==> config.mk <==
export PLATFORM = sky130hd
export DESIGN_NAME = tcp_receive_reorder_tracker
export DESIGN_NICKNAME = d
export VERILOG_FILES = /design/src/rtl/core/tcprrt_pkg.sv /design/src/rtl/core/tcp_receive_reorder_tracker.sv /design/src/rtl/core/tcprrt_slot_div.sv
export SDC_FILE = /design/constraint.sdc
export NUM_CORES = 1
export LEC_CHECK = 0
export BUFFER_PORTS_ARGS = -buffer_cell sky130_fd_sc_hd__buf_2
export CELL_PAD_IN_SITES_DETAIL_PLACEMENT = 1
export CELL_PAD_IN_SITES_GLOBAL_PLACEMENT = 1
export CORE_ASPECT_RATIO = 0.7
export CORE_MARGIN = 3
export CORE_UTILIZATION = 51
export CTS_BUF_LIST = sky130_fd_sc_hd__clkbuf_4
export DETAILED_ROUTE_END_ITERATION = 10
export GPL_TIMING_DRIVEN = 0
export PLACE_DENSITY = 0.9
export SYNTH_ARGS = -nofsm -noshare
export SYNTH_HDL_FRONTEND = slang
export SYNTH_SLANG_ARGS = --single-unit
==> constraint.sdc <==
create_clock -name clock -period 7.87 [get_ports clock]
set_input_delay 1.1805 -clock clock [delete_from_list [all_inputs] [get_ports clock]]
set_output_delay 1.1805 -clock clock [all_outputs]
set_load 0.02 [all_outputs]
==> src/rtl/core/tcprrt_pkg.sv <==
// Package for the TCP receive reorder tracker.
// Shared widths and the controller state type; no dependencies.
package tcprrt_pkg;

   localparam int SEQ_W  = 32;   // sequence number width
   localparam int SIZE_W = 16;   // segment size width
   localparam int ADV_W  = 7;    // advanced count width on the result
   localparam logic [SIZE_W-1:0] SIZE_RESET = 16'd1460;

   typedef enum logic [2:0] {
      ST_CLEAR,   // sweep the held-slot memory after reset
      ST_IDLE,    // wait for a segment
      ST_CHECK,   // compare with expected sequence and window bound
      ST_DIVS,    // slot divide for a later segment, then mark it
      ST_DIVE,    // slot divide for the new expected sequence
      ST_READ,    // read held bit of the expected slot
      ST_DRAIN,   // test held bit, clear it and advance
      ST_DONE     // hand the result to the output register
   } state_type;

endpackage

==> src/rtl/core/tcp_receive_reorder_tracker.sv <==
// TCP receive reorder tracker: expected sequence plus held-slot bitmap memory.
// Depends on tcprrt_pkg and tcprrt_slot_div.
//
//   channel  ports                    dir  word
//   req      req_valid/req_ready      in   segment_seq
//   rsp      rsp_valid/rsp_ready      out  ack_number, in_order, segments_advanced,
//                                          window_overflow
//   csr      csr_valid/csr_ready      in   segment_size
//
// After reset the held-slot memory is swept, every slot cleared, before req_ready rises.
// One segment at a time, from acceptance to the result register: an older or dropped segment
// goes straight to it, a later in-window one takes a 32-step slot divide and then a mark, an
// in-order one a slot divide, then a read and drain step per held slot up to the drain limit
// and a new divide for each wrap of the expected sequence past 2^32 in the drain. req_ready
// returns in the cycle after the load; a waiting result only stalls the next one at its end.
module tcp_receive_reorder_tracker #(
   parameter int WINDOW_SEGMENTS = 64
) (
   input  logic                               clock,
   input  logic                               reset,
   input  logic                               req_valid,
   output logic                               req_ready,
   input  logic [tcprrt_pkg::SEQ_W-1:0]       req_segment_seq,
   output logic                               rsp_valid,
   input  logic                               rsp_ready,
   output logic [tcprrt_pkg::SEQ_W-1:0]       rsp_ack_number,
   output logic                               rsp_in_order,
   output logic [tcprrt_pkg::ADV_W-1:0]       rsp_segments_advanced,
   output logic                               rsp_window_overflow,
   input  logic                               csr_valid,
   output logic                               csr_ready,
   input  logic [tcprrt_pkg::SIZE_W-1:0]      csr_segment_size
);

   localparam int SW = $clog2(WINDOW_SEGMENTS);
   localparam int AW = $clog2(WINDOW_SEGMENTS + 1);
   localparam int PW = tcprrt_pkg::SIZE_W + SW;
   localparam int QW = tcprrt_pkg::SEQ_W;

   tcprrt_pkg::state_type state_ff, state_in;

   logic [QW-1:0]                    seq_ff;
   logic [QW-1:0]                    exp_ff, exp_in;
   logic [tcprrt_pkg::SIZE_W-1:0]    size_ff;
   logic [PW-1:0]                    span_ff;
   logic [SW-1:0]                    slot_ff, slot_in;
   logic [SW-1:0]                    drn_ff, drn_in;
   logic [AW-1:0]                    adv_ff, adv_in;
   logic                             ino_ff, ino_in;
   logic                             ovf_ff, ovf_in;
   logic [SW-1:0]                    clr_ff;
   logic                             rd_ff;

   logic                             rsp_valid_ff;
   logic [QW-1:0]                    rsp_ack_ff;
   logic                             rsp_ino_ff;
   logic [tcprrt_pkg::ADV_W-1:0]     rsp_adv_ff;
   logic                             rsp_ovf_ff;
   logic                             rsp_load;

   logic [tcprrt_pkg::SIZE_W-1:0]    mss;
   logic [QW:0]                      exp_sum;
   logic [QW:0]                      bound;

   logic                             div_start;
   logic [QW-1:0]                    div_dividend;
   logic                             div_done;
   logic [SW-1:0]                    div_slot;

   logic                             mem_we;
   logic [SW-1:0]                    mem_wa;
   logic                             mem_wd;
   logic                             held_mem [WINDOW_SEGMENTS];

   // effective segment size, zero reads as one
   assign mss     = (size_ff == '0) ? tcprrt_pkg::SIZE_W'(1) : size_ff;
   assign exp_sum = {1'b0, exp_ff} + (QW+1)'(mss);
   assign bound   = {1'b0, exp_ff} + (QW+1)'(span_ff);

   // configuration register and window span
   assign csr_ready = 1'b1;
   always_ff @(posedge clock) begin
      if (reset) begin
         size_ff <= tcprrt_pkg::SIZE_RESET;
      end else if (csr_valid) begin
         size_ff <= csr_segment_size;
      end
   end

   always_ff @(posedge clock) begin
      span_ff <= PW'(mss) * PW'(WINDOW_SEGMENTS - 1);
   end

   tcprrt_slot_div #(
      .WINDOW (WINDOW_SEGMENTS)
   ) u_div (
      .clock    (clock),
      .reset    (reset),
      .start    (div_start),
      .dividend (div_dividend),
      .divisor  (mss),
      .done     (div_done),
      .slot     (div_slot)
   );

   // controller next state
   always_comb begin
      state_in     = state_ff;
      exp_in       = exp_ff;
      slot_in      = slot_ff;
      drn_in       = drn_ff;
      adv_in       = adv_ff;
      ino_in       = ino_ff;
      ovf_in       = ovf_ff;
      div_start    = 1'b0;
      div_dividend = seq_ff;
      mem_we       = 1'b0;
      mem_wa       = slot_ff;
      mem_wd       = 1'b0;
      rsp_load     = 1'b0;
      req_ready    = 1'b0;
      unique case (state_ff)
         tcprrt_pkg::ST_CLEAR: begin
            mem_we = 1'b1;
            mem_wa = clr_ff;
            if (clr_ff == SW'(WINDOW_SEGMENTS - 1)) begin
               state_in = tcprrt_pkg::ST_IDLE;
            end
         end
         tcprrt_pkg::ST_IDLE: begin
            req_ready = 1'b1;
            if (req_valid) begin
               ino_in   = 1'b0;
               ovf_in   = 1'b0;
               adv_in   = '0;
               drn_in   = '0;
               state_in = tcprrt_pkg::ST_CHECK;
            end
         end
         tcprrt_pkg::ST_CHECK: begin
            if (seq_ff == exp_ff) begin
               ino_in       = 1'b1;
               adv_in       = AW'(1);
               exp_in       = exp_sum[QW-1:0];
               div_start    = 1'b1;
               div_dividend = exp_sum[QW-1:0];
               state_in     = tcprrt_pkg::ST_DIVE;
            end else if (seq_ff > exp_ff) begin
               if ({1'b0, seq_ff} > bound) begin
                  ovf_in   = 1'b1;
                  state_in = tcprrt_pkg::ST_DONE;
               end else begin
                  div_start = 1'b1;
                  state_in  = tcprrt_pkg::ST_DIVS;
               end
            end else begin
               state_in = tcprrt_pkg::ST_DONE;
            end
         end
         tcprrt_pkg::ST_DIVS: begin
            if (div_done) begin
               mem_we   = 1'b1;
               mem_wa   = div_slot;
               mem_wd   = 1'b1;
               state_in = tcprrt_pkg::ST_DONE;
            end
         end
         tcprrt_pkg::ST_DIVE: begin
            if (div_done) begin
               slot_in  = div_slot;
               state_in = tcprrt_pkg::ST_READ;
            end
         end
         tcprrt_pkg::ST_READ: begin
            // memory address is slot_ff; data lands in rd_ff
            if (drn_ff == SW'(WINDOW_SEGMENTS - 1)) begin
               state_in = tcprrt_pkg::ST_DONE;
            end else begin
               state_in = tcprrt_pkg::ST_DRAIN;
            end
         end
         tcprrt_pkg::ST_DRAIN: begin
            if (!rd_ff) begin
               state_in = tcprrt_pkg::ST_DONE;
            end else begin
               mem_we = 1'b1;
               mem_wa = slot_ff;
               drn_in = drn_ff + 1'b1;
               adv_in = adv_ff + 1'b1;
               exp_in = exp_sum[QW-1:0];
               if (exp_sum[QW]) begin
                  // sequence wrapped: slot no longer follows by one
                  div_start    = 1'b1;
                  div_dividend = exp_sum[QW-1:0];
                  state_in     = tcprrt_pkg::ST_DIVE;
               end else begin
                  slot_in  = (slot_ff == SW'(WINDOW_SEGMENTS - 1)) ? '0 : slot_ff + 1'b1;
                  state_in = tcprrt_pkg::ST_READ;
               end
            end
         end
         tcprrt_pkg::ST_DONE: begin
            if (!rsp_valid_ff || rsp_ready) begin
               rsp_load = 1'b1;
               state_in = tcprrt_pkg::ST_IDLE;
            end
         end
         default: begin
            state_in = tcprrt_pkg::ST_IDLE;
         end
      endcase
   end

   // controller registers
   always_ff @(posedge clock) begin
      if (reset) begin
         state_ff <= tcprrt_pkg::ST_CLEAR;
         exp_ff   <= '0;
         clr_ff   <= '0;
      end else begin
         state_ff <= state_in;
         exp_ff   <= exp_in;
         if (state_ff == tcprrt_pkg::ST_CLEAR) begin
            clr_ff <= clr_ff + 1'b1;
         end
      end
   end

   always_ff @(posedge clock) begin
      slot_ff <= slot_in;
      drn_ff  <= drn_in;
      adv_ff  <= adv_in;
      ino_ff  <= ino_in;
      ovf_ff  <= ovf_in;
      if (req_valid && req_ready) begin
         seq_ff <= req_segment_seq;
      end
   end

   // held-slot memory, one write port, registered read
   always_ff @(posedge clock) begin
      if (mem_we) begin
         held_mem[mem_wa] <= mem_wd;
      end
      rd_ff <= held_mem[slot_ff];
   end

   // result register
   always_ff @(posedge clock) begin
      if (reset) begin
         rsp_valid_ff <= 1'b0;
      end else if (rsp_load) begin
         rsp_valid_ff <= 1'b1;
      end else if (rsp_ready) begin
         rsp_valid_ff <= 1'b0;
      end
   end

   always_ff @(posedge clock) begin
      if (rsp_load) begin
         rsp_ack_ff <= exp_ff - QW'(mss);
         rsp_ino_ff <= ino_ff;
         rsp_adv_ff <= tcprrt_pkg::ADV_W'(adv_ff);
         rsp_ovf_ff <= ovf_ff;
      end
   end

   assign rsp_valid             = rsp_valid_ff;
   assign rsp_ack_number        = rsp_ack_ff;
   assign rsp_in_order          = rsp_ino_ff;
   assign rsp_segments_advanced = rsp_adv_ff;
   assign rsp_window_overflow   = rsp_ovf_ff;

`ifndef SYNTHESIS
   a_flags_exclusive: assert property (@(posedge clock) disable iff (reset)
      rsp_valid |-> !(rsp_in_order && rsp_window_overflow))
      else $error("in_order and window_overflow both set");

   a_in_order_advances: assert property (@(posedge clock) disable iff (reset)
      (rsp_valid && rsp_in_order) |-> (rsp_segments_advanced != '0))
      else $error("in-order segment did not advance");

   a_div_done_state: assert property (@(posedge clock) disable iff (reset)
      div_done |-> (state_ff == tcprrt_pkg::ST_DIVS || state_ff == tcprrt_pkg::ST_DIVE))
      else $error("divider finished outside a divide state");

   a_no_accept_in_clear: assert property (@(posedge clock) disable iff (reset)
      (state_ff == tcprrt_pkg::ST_CLEAR) |-> !req_ready)
      else $error("segment accepted during memory sweep");
`endif

endmodule

==> src/rtl/core/tcprrt_slot_div.sv <==
// Iterative slot divider: slot = (dividend / divisor) mod WINDOW.
// One quotient bit per cycle, quotient kept reduced modulo the window.
// Depends on tcprrt_pkg.
module tcprrt_slot_div #(
   parameter int WINDOW = 64
) (
   input  logic                               clock,
   input  logic                               reset,
   input  logic                               start,
   input  logic [tcprrt_pkg::SEQ_W-1:0]       dividend,
   input  logic [tcprrt_pkg::SIZE_W-1:0]      divisor,
   output logic                               done,
   output logic [$clog2(WINDOW)-1:0]          slot
);

   localparam int SW = $clog2(WINDOW);
   localparam int CW = $clog2(tcprrt_pkg::SEQ_W);

   logic                             run_ff;
   logic                             done_ff;
   logic [CW-1:0]                    cnt_ff;
   logic [tcprrt_pkg::SEQ_W-1:0]     dvd_ff;
   logic [tcprrt_pkg::SIZE_W-1:0]    rem_ff;
   logic [SW-1:0]                    qm_ff;

   logic [tcprrt_pkg::SIZE_W:0]      rem_sh;
   logic                             qbit;
   logic [tcprrt_pkg::SIZE_W-1:0]    rem_in;
   logic [SW:0]                      q2;
   logic [SW-1:0]                    qm_in;

   // one restoring step, quotient folded modulo the window
   always_comb begin
      rem_sh = {rem_ff, dvd_ff[tcprrt_pkg::SEQ_W-1]};
      qbit   = (rem_sh >= {1'b0, divisor});
      if (qbit) begin
         rem_in = tcprrt_pkg::SIZE_W'(rem_sh - {1'b0, divisor});
      end else begin
         rem_in = rem_sh[tcprrt_pkg::SIZE_W-1:0];
      end
      q2 = {qm_ff, qbit};
      if (q2 >= (SW+1)'(WINDOW)) begin
         qm_in = SW'(q2 - (SW+1)'(WINDOW));
      end else begin
         qm_in = q2[SW-1:0];
      end
   end

   // control
   always_ff @(posedge clock) begin
      if (reset) begin
         run_ff  <= 1'b0;
         done_ff <= 1'b0;
         cnt_ff  <= '0;
      end else begin
         done_ff <= 1'b0;
         if (start) begin
            run_ff <= 1'b1;
            cnt_ff <= '0;
         end else if (run_ff) begin
            cnt_ff <= cnt_ff + 1'b1;
            if (cnt_ff == CW'(tcprrt_pkg::SEQ_W-1)) begin
               run_ff  <= 1'b0;
               done_ff <= 1'b1;
            end
         end
      end
   end

   // datapath
   always_ff @(posedge clock) begin
      if (start) begin
         dvd_ff <= dividend;
         rem_ff <= '0;
         qm_ff  <= '0;
      end else if (run_ff) begin
         dvd_ff <= {dvd_ff[tcprrt_pkg::SEQ_W-2:0], 1'b0};
         rem_ff <= rem_in;
         qm_ff  <= qm_in;
      end
   end

   assign done = done_ff;
   assign slot = qm_ff;

endmodule

==> impl_metrics.py <==
metrics = {
    "critical_path": {
        "critPathMaxStageDelay_ps": 740,
        "crit_chain": "inv_1 -> nand3_1 -> or4_1 -> clkbuf_1 -> nand2_1 -> fa_1 -> fa_1 -> inv_1 -> fa_1 -> ha_1 -> a21o_1 -> a21oi_1 -> o21ai_0 -> o41ai_1 -> o21ai_0 -> o41ai_1 -> o21ai_0 -> nor4_1 -> a21oi_1 -> xnor2_1",
        "start_kind": "flip-flop",
        "critPathKind": "reg2reg",
        "cp.required_ps": 8550,
        "end_kind": "flip-flop",
        "critPathSlowestCell": "o41ai_1",
        "crit_fanout": 10,
        "crit_arrival_ps": 8250,
    },
    "sta": {
        "final_max_slew_viol_count": 0,
        "hold_violations": 0,
        "tightest_slew_ps": 1180,
        "finalCritPeriodShare": 0.961,
        "setup_viol": 0,
        "fin_tns_setup_ps": 0,
        "period_needed_ps": 7560,
        "rsz0062_at_grt": "no",
        "slew-limit-headroom": 0.205,
        "final.setup.worst_slack_ps": 309,
        "skew_ps": 63.3,
        "max_freq_mhz": 132,
    },
    "clock_tree": {
        "clock-sinks": 300,
        "cts_tree": "done",
        "clk-insertion-delay-late_ps": 810,
        "clk_pin_slew_ps": 70,
        "numCtsBuffers": 77,
        "cts_setup_buffers": 0,
        "cts_resized": 0,
        "cts_max_level": 3,
        "cts_hold_buf": 0,
        "cts-root-buf": "clkbuf_4",
        "clk_path_buf_depth": 3,
    },
    "place": {
        "port_buffers": 93,
        "dpl.hpwl_um": 48200,
        "gp_congestion": 0.941,
        "place_ws_ps": 637,
    },
    "global_routing": {
        "gr-total-overflow": 0,
        "antenna_found_initial": 2,
        "grt_pass1_wl_um": 98900,
        "grt_use_total": 0.313,
        "first_global_vias": 17906,
        "grt_max_degree": 51,
    },
    "power_and_ir_drop": {
        "power_density_mw_per_mm2": 216,
        "p_leak_nw": 8.83,
        "vdd_drop_max_v": 0.000113,
        "finalPower_mw": 4.70,
    },
    "route": {
        "wire_per_inst_um": 23.4,
        "ant_nets": 0,
        "drt-total-wl_um": 63600,
        "drt-pass1-iter-count": 5,
        "drc_errors": 0,
        "vias": 16619,
        "drtIter0Drc": 1448,
        "viasPerCell": 6.11,
    },
    "final_layout": {
        "area_delta_synth_final_pct": 11.0,
        "finalNetCount": 2444,
        "drive_gt1_frac": 0.126,
    },
    "floorplan": {
        "num_io_pins": 97,
        "rows": 59,
        "dieArea_mm2": 0.0407,
        "dieWidth_um": 240,
        "start_util": 0.521,
        "die_height_um": 170,
        "core_mm2": 0.0375,
    },
    "synth": {
        "yosys.cell_types.count": 85,
        "mappedNetlistArea_mm2": 0.0195,
        "async_flop_share": 0,
        "synth_edf_count": 190,
        "synthCells": 1995,
        "yosys_most_used_dff": "edfxtp_1",
        "yosys_register_bits": 300,
        "yosysSeqAreaShare": 0.405,
        "syn_area_per_cell_um2": 9.80,
        "syn-num-nets": 2270,
        "ys_warn_count": 0,
    },
    "run_status": {
        "status": "completed",
    },
    "flow_run": {
        "max-cap-violations": 0,
    },
    "min_path": {
        "hp-class": "reg2reg",
    },
}
-- cell usage in the layout, fill, tap and decap left out, drive strengths merged, types with 10 or more instances in the layout --
cell	instances
a211oi	36
a21o	34
a21oi	115
and2	11
and3	14
buf	116
clkbuf	173
clkinv	20
dfxtp	110
edfxtp	190
fa	45
ha	177
inv	141
mux2i	57
nand2	161
nand2b	20
nand3	64
nand4	24
nor2	256
nor2b	22
nor3	47
nor4	10
o211ai	19
o21ai	74
or3	10
xnor2	104
xor2	34
-- state kept, by name, summed over array words and instances, names as in the netlist, 16 cells and up --
register	flops
rsp_ack_number	32
seq_ff	32
span_ff	22
held_mem	64
u_div.rem_ff	16
exp_ff	32
u_div.dvd_ff	32
size_ff	16
-- metrics by stage --
step	std cells	instance area [µm²]	utilization	hold WS, ps
after floorplan	1995	19500	-	400
after global routing	2720	21700	0.578	439
after detailed placement	2578	20700	0.551	406
after global placement	2576	20600	0.550	408
final	2720	21700	0.578	433
after CTS	2718	21700	0.578	432
-- power by group --
| group | switching, mW | internal [mW] | leakage, nW | total [mW] |
|---|---|---|---|---|
| Clock | 0.724 | 0.711 | 0.595 | 1.43 |
| Sequential | 0.0511 | 1.75 | 2.59 | 1.80 |
| Combinational | 0.867 | 0.597 | 5.65 | 1.46 |
| Total | 1.64 | 3.05 | 8.83 | 4.70 |
-- cells in the mapped netlist, drive strengths merged, types with 36 or more instances --
library cell	number	share of area
a211oi	36	0.014
a21oi	115	0.029
clkbuf	58	0.011
dfxtp	110	0.11
edfxtp	190	0.29
fa	45	0.046
ha	177	0.11
inv	137	0.026
mux2i	57	0.029
nand2	161	0.031
nand3	64	0.016
nor2	256	0.049
nor3	47	0.012
o21ai	74	0.019
xnor2	104	0.047
-- path summary, 6_finish.rpt --
check	start	endpoint	slack, ps	cells past startpoint
setup / recovery	size_ff[13]	span_ff[21]	310	20
hold / removal	ovf_ff	rsp_window_overflow	430	0
setup reg to reg	size_ff[13]	span_ff[21]	310	20
hold reg to reg	ovf_ff	rsp_window_overflow	430	0
-- cell type report --
cell class	instances	area [µm²]
inverters	139	522
clock inverters	25	150
repair buffers	95	505
flip-flops and latches	300	7910
diodes	2	5.00
clock buffers	115	863
plain buffers	79	358
fillers	4289	15800
multi-input cells	1477	10800
well taps	488	611
-- metal layers --
metal	up-vias	GRT usage	wire length, µm
li1	7498	-	-
met1	8263	0.405	26800
met2	655	0.512	29600
met3	203	0.0684	4580
met4	0	0.134	2570
met5	-	0	0
-- kinds of logic (layout without fill, tap and decap cells) --
| logic type | Yosys count | count (layout) | synth area share |
|---|---|---|---|
| adder cells (fa/ha/maj) | 222 | 222 | 0.159 |
| multiplexers | 69 | 69 | 0.0413 |
| buffers and inverters | 218 | 453 | 0.0450 |
| AO/OA/AOI/OAI | 392 | 392 | 0.135 |
| other | 1 | 3 | 0.000192 |
| flip-flops | 300 | 300 | 0.405 |
| AND/OR/NAND/NOR | 655 | 655 | 0.153 |
| XOR/XNOR | 138 | 138 | 0.0618 |
-- critical path, delay by kind of cell (launching register included) --
family / cells / cell delay [ps]
xor gates and xnor gates: 1 / 200
adders and majority gates: 4 / 1980
buffers and inverters: 3 / 820
AOI/OAI and AO/OA: 8 / 2610
DFF: 1 / 340
and+or+nand+nor: 4 / 1490
Power figures use the tool's default switching activity.
